### config.mk
export PLATFORM = sky130hd
export DESIGN_NAME = dcp_div
export DESIGN_NICKNAME = d
export VERILOG_FILES = /design/src/sv/dcp_div.sv
export SDC_FILE = /design/constraint.sdc
export NUM_CORES = 2
export LEC_CHECK = 0
export BUFFER_PORTS_ARGS = -buffer_cell sky130_fd_sc_hd__buf_2
export CAP_MARGIN = 40
export CORE_ASPECT_RATIO = 0.75
export CORE_MARGIN = 5
export CORE_UTILIZATION = 65
export CTS_BUF_LIST = sky130_fd_sc_hd__clkbuf_2 sky130_fd_sc_hd__clkbuf_4 sky130_fd_sc_hd__clkbuf_8
export DETAILED_ROUTE_END_ITERATION = 8
export GPL_TIMING_DRIVEN = 0
export PLACE_DENSITY_LB_ADDON = 0.05
export SYNTH_ARGS = -nofsm -noshare
export SYNTH_HDL_FRONTEND = slang
export SYNTH_SLANG_ARGS = --single-unit
export TNS_END_PERCENT = 20
### constraint.sdc
create_clock -name i_clk -period 9.45 [get_ports i_clk]
set_input_delay 1.4175 -clock i_clk [delete_from_list [all_inputs] [get_ports i_clk]]
set_output_delay 1.4175 -clock i_clk [all_outputs]
set_load 0.01 [all_outputs]
### src/sv/dcp_div.sv
`default_nettype none
module dcp_div #(
    parameter int QW = 18
) (
    input  wire           i_clk,
    input  wire           i_en,
    input  wire  [34:0]   i_rem,
    input  wire  [QW-1:0] i_low,
    input  wire  [34:0]   i_den,
    output logic [QW-1:0] o_quo
);

    logic [34:0]   r_rem [0:QW-1];
    logic [QW-1:0] r_low [0:QW-1];
    logic [QW-1:0] r_quo [0:QW-1];
    logic [34:0]   r_den [0:QW-1];

    // restoring division, one quotient bit per stage
    for (genvar k = 0; k < QW; k++) begin : g_step
        logic [34:0]   p_rem;
        logic [QW-1:0] p_low;
        logic [QW-1:0] p_quo;
        logic [34:0]   p_den;
        logic [35:0]   sh;
        logic [35:0]   diff;
        logic          ge;

        if (k == 0) begin : g_first
            assign p_rem = i_rem;
            assign p_low = i_low;
            assign p_quo = '0;
            assign p_den = i_den;
        end else begin : g_next
            assign p_rem = r_rem[k-1];
            assign p_low = r_low[k-1];
            assign p_quo = r_quo[k-1];
            assign p_den = r_den[k-1];
        end

        assign sh   = {p_rem, p_low[QW-1]};
        assign ge   = (sh >= {1'b0, p_den});
        assign diff = sh - {1'b0, p_den};

        always_ff @(posedge i_clk) begin
            if (i_en) begin
                r_rem[k] <= ge ? diff[34:0] : sh[34:0];
                r_low[k] <= {p_low[QW-2:0], 1'b0};
                r_quo[k] <= {p_quo[QW-2:0], ge};
                r_den[k] <= p_den;
            end
        end
    end

    assign o_quo = r_quo[QW-1];

endmodule
`default_nettype wire

==> summary.txt <==
Floorplan
  • Core Area: roughly 130000 um^2
  • # IOs: 108
  • Chip height: around 320 um
  • Die width: around 430 um
  • Rows: 115
  • DIE AREA: around 140000 um^2
  • Initial Util: between 60% and 70%

Final layout
  • Multi-input logic area: about 36000 um^2
  • Nets: slightly below 9000
  • Layout cells sized above 1: between 8 and 9%
  • Final Util: 71.0%
  • Area grow syn2layout: 8.79%
  • Non-filler cells, final: roughly 10000
  • Reg area: around 45000 um^2
  • FILL cells: 9328
  • Finished Cell Area: 92900 um^2

Setup path
  • Crit-path slowest cell: clkbuf_1
  • Crit start category: register
  • Critical Path RT: a little over 10000 ps
  • Worst path top cell family by delay: compound AO/OA/AOI/OAI gates
  • RR Startpoint: r_den[12][5]
  • Critical path class: reg2reg
  • Reg2reg end: r_rem[13][0]
  • Top cell by count, worst path: clkbuf_1
  • Kind of end point of the critical path: register
  • Crit-path max FO: 10
  • Critical Path Max Stage Delay: between 700 and 800 ps
  • Reg2reg path depth: 14
  • Crit-path cells: inv_1 -> ha_1 -> nand2_1 -> a211oi_1 -> o41ai_1 -> buf_2 -> o21ai_1 -> o211ai_1 -> a21oi_1 -> o21bai_1 -> a41oi_1 -> clkbuf_1 -> clkbuf_1 -> o21ai_0
  • Worst Path Arrival: 6070 ps
  • Worst path buffer plus inverter count: 4
  • R2R Setup Slk: approximately 4000 ps

Pwr
  • Clock power share: ~17%
  • Switching Fraction: 40.8%
  • Leakage power: between 30 and 40 nW
  • Pwr Density: between 300 and 400 nW/um^2
  • Comb pwr share: roughly 48%
  • Worst vdd ir: 222 uV
  • Pint: 18.9 mW
  • Psw: between 10 and 15 mW
  • Flop pwr share: about a third

STA
  • Worst Skew: roughly 40 ps
  • RSZ-0062 raised after global routing: false
  • Peak Freq: 0.185 GHz
  • Slew Limit Headroom: 28.1%
  • Final hold vios: 0
  • Final setup fails: 0
  • Final Critical Period: between 5000 and 6000 ps
  • Fin Setup TNS: 0 ps
  • Pin slew with the least headroom to its limit: between 1000 and 1500 ps
  • Final worst path period share: between 50 and 60%
  • Max Slew Vio Count: 0
  • Worst setup margin: 4040 ps

Placed design
  • Dpl hpwl: roughly 160000 um
  • Cell Area, Placed: a little under 90000 um^2
  • IO Port Bufs: about 110
  • GPL Wtd Cong: around 1
  • Setup WS pre-CTS: 3580 ps
  • Placed insts: 9600

Status
  • Status: finished, final reports clean

CTS
  • Clk sinks: approximately 1500
  • Root buffer cell: clkbuf_8
  • Clock Latency Late Sink: around 980 ps
  • CTS Buf Count: 223
  • CTS tree: done
  • H-tree levels: 4
  • Clock transition at the registers of the reported paths: 70 ps
  • Cts hold-fix bufs: 0
  • CTS max path bufs: 3
  • Post-CTS resize count: 0
  • Setup bufs post-CTS: 0

GRT
  • Global-route wire length before repair: around 330000 um
  • Antenna violations before repair: 9
  • Vias in the first global route: ~58000
  • Total track usage: a little under a third
  • Largest net degree at the start of global routing: slightly below 200
  • Total gr overflow: 0

Hold path
  • Tightest Hold Check Type: reg2reg
  • Hold path depth: 0
  • Worst Hold Launch: r_low[6][15]
  • Worst Hold End: r_low[7][16]

Yosys
  • Syn_nets: about 8500
  • Ys flop type: edfxtp_1
  • Ys async rst share: 0%
  • Syn Area/Cell: between 10 and 15 um^2
  • Number of synthesized flops with an enable pin: ~1500
  • #FFs+latches synth: 1514
  • Mapped Cells: between 7000 and 8000
  • Synthesized area: ~85000 um^2
  • Register area share after synthesis: between 50% and 60%
  • Yosys cell types: between 90 and 100
  • Yosys warns: 0

Drt
  • Vias: roughly 62000
  • WL final: ~220000 um
  • Residual DRC: 0
  • Vias/cell: just over 6
  • Number of nets with antenna violations after routing: 0
  • First drt pass iteration count: 6
  • Wirelength per Cell: ~22 um
  • Detailed Route Iter0 Violations: just over 7000

Job
  • MaxCap Viol Count: 0
[per-stage QoR]
step           hold WS (ps)  power, mW
3_3_place_gp            400       26.1
6_report                412       32.0
2_1_floorplan           400       21.8
3_5_place_dp            405       26.2
5_1_grt                 415       34.0
4_1_cts                 412       31.7
[cells in the final DEF, fill, tap and decap left out, types with 27 or more instances in the layout]
| master | count |
|---|---|
| nand3_1 | 129 |
| xnor2_1 | 286 |
| clkinv_2 | 49 |
| nor2b_1 | 78 |
| nand2_1 | 737 |
| o21ai_0 | 668 |
| clkbuf_1 | 172 |
| o211ai_1 | 31 |
| and3_1 | 63 |
| clkbuf_4 | 57 |
| a21o_1 | 311 |
| a31oi_1 | 75 |
| mux2_2 | 97 |
| nand4_1 | 119 |
| xor2_1 | 239 |
| clkinv_1 | 45 |
| a211oi_1 | 70 |
| a21oi_1 | 582 |
| o21a_1 | 79 |
| nor3_1 | 68 |
| inv_1 | 754 |
| clkbuf_8 | 225 |
| buf_2 | 145 |
| ha_1 | 630 |
| edfxtp_1 | 1514 |
| and2_1 | 27 |
| nand2b_1 | 68 |
| o21bai_1 | 75 |
| nor2_1 | 321 |
| o31ai_1 | 41 |
[registers in the layout, summed over array words and instances, names as in the netlist]
| name | cells |
|---|---|
| r_low | 153 |
| r_rem | 595 |
| r_quo | 171 |
| r_den | 595 |
[power by group through the flow]
stage | combinational [mW] | sequential [mW] | clock [mW]
detailed placement | 14.9 | 11.2 | 0
global route | 16.9 | 11.2 | 5.86
finish | 15.4 | 11.1 | 5.43
floorplan | 11.2 | 10.6 | 0
global placement | 14.6 | 11.5 | 0
CTS | 15.1 | 11.1 | 5.54
[cells by family (layout without fill, tap and decap cells)]
logic type	after synthesis	in the layout	synth area share [%]
other	0	6	0
flip-flops	1514	1514	53.3
AO/OA/AOI/OAI	2179	2179	15.7
buffers and inverters	976	1501	4.44
XOR/XNOR	525	525	5.39
multiplexers	155	155	2.14
adder cells (fa/ha/maj)	647	647	9.63
AND/OR/NAND/NOR	1726	1726	9.40
[area by class of cell]
type / instances / share of cell area [%]
antenna: 6 / 0.0162
buffer: 222 / 1.04
clock buffer: 282 / 3.79
clock inverter: 120 / 1.03
inverter: 754 / 3.05
multi-input combinational: 5232 / 38.9
sequential: 1514 / 49.0
tap: 1755 / 2.36
timing repair buffer: 123 / 0.874
[worst register-to-register path: stages (launching register included)]
cell and delay, ps:
edfxtp_1 420, inv_1 60, ha_1 330, nand2_1 300
a211oi_1 160, o41ai_1 540, buf_2 270, o21ai_1 90
o211ai_1 290, a21oi_1 210, o21bai_1 230, a41oi_1 610
clkbuf_1 650, clkbuf_1 720, o21ai_0 220
[routing by layer]
layer	global-route usage [%]	part of all wire, %
met1	45.2	45
met2	45.9	44
met3	6.21	9.4
met4	8.12	2.3
met5	0	0.0060
[worst max-delay path by stage]
stage,from,end,cells past startpoint
floorplan,i_den[2],r_rem[0][33],13
global placement,i_en,r_quo[17][7],1
detailed placement,i_en,r_low[4][9],6
CTS,r_low[12][16],r_rem[13][0],15
global route,r_low[12][16],r_rem[13][0],15
finish,r_den[12][5],r_rem[13][0],14
[cells in the mapped netlist, types with 19 or more instances]
library cell,count,share of area [%]
edfxtp_1,1514,53
inv_1,754,3.3
nand2_1,737,3.2
o21ai_0,668,3.9
ha_1,630,9.2
a21oi_1,582,3.4
nor2_1,321,1.4
a21o_1,311,2.7
xnor2_1,286,2.9
xor2_1,239,2.5
clkbuf_1,172,0.76
nand3_1,129,0.76
nand4_1,119,0.87
mux2_2,97,1.3
o21a_1,79,0.69
nor2b_1,78,0.57
a31oi_1,75,0.55
o21bai_1,75,0.66
a211oi_1,70,0.62
nand2b_1,68,0.50
nor3_1,68,0.40
and3_1,63,0.46
o31ai_1,41,0.36
buf_2,33,0.19
o211ai_1,31,0.27
and2_1,27,0.20
mux2_4,26,0.46
a41oi_1,23,0.24
nor4_1,23,0.17
o21ai_1,23,0.13
a211o_1,22,0.23
o31a_1,22,0.23
or2_2,19,0.14
Power figures use the tool's default switching activity.
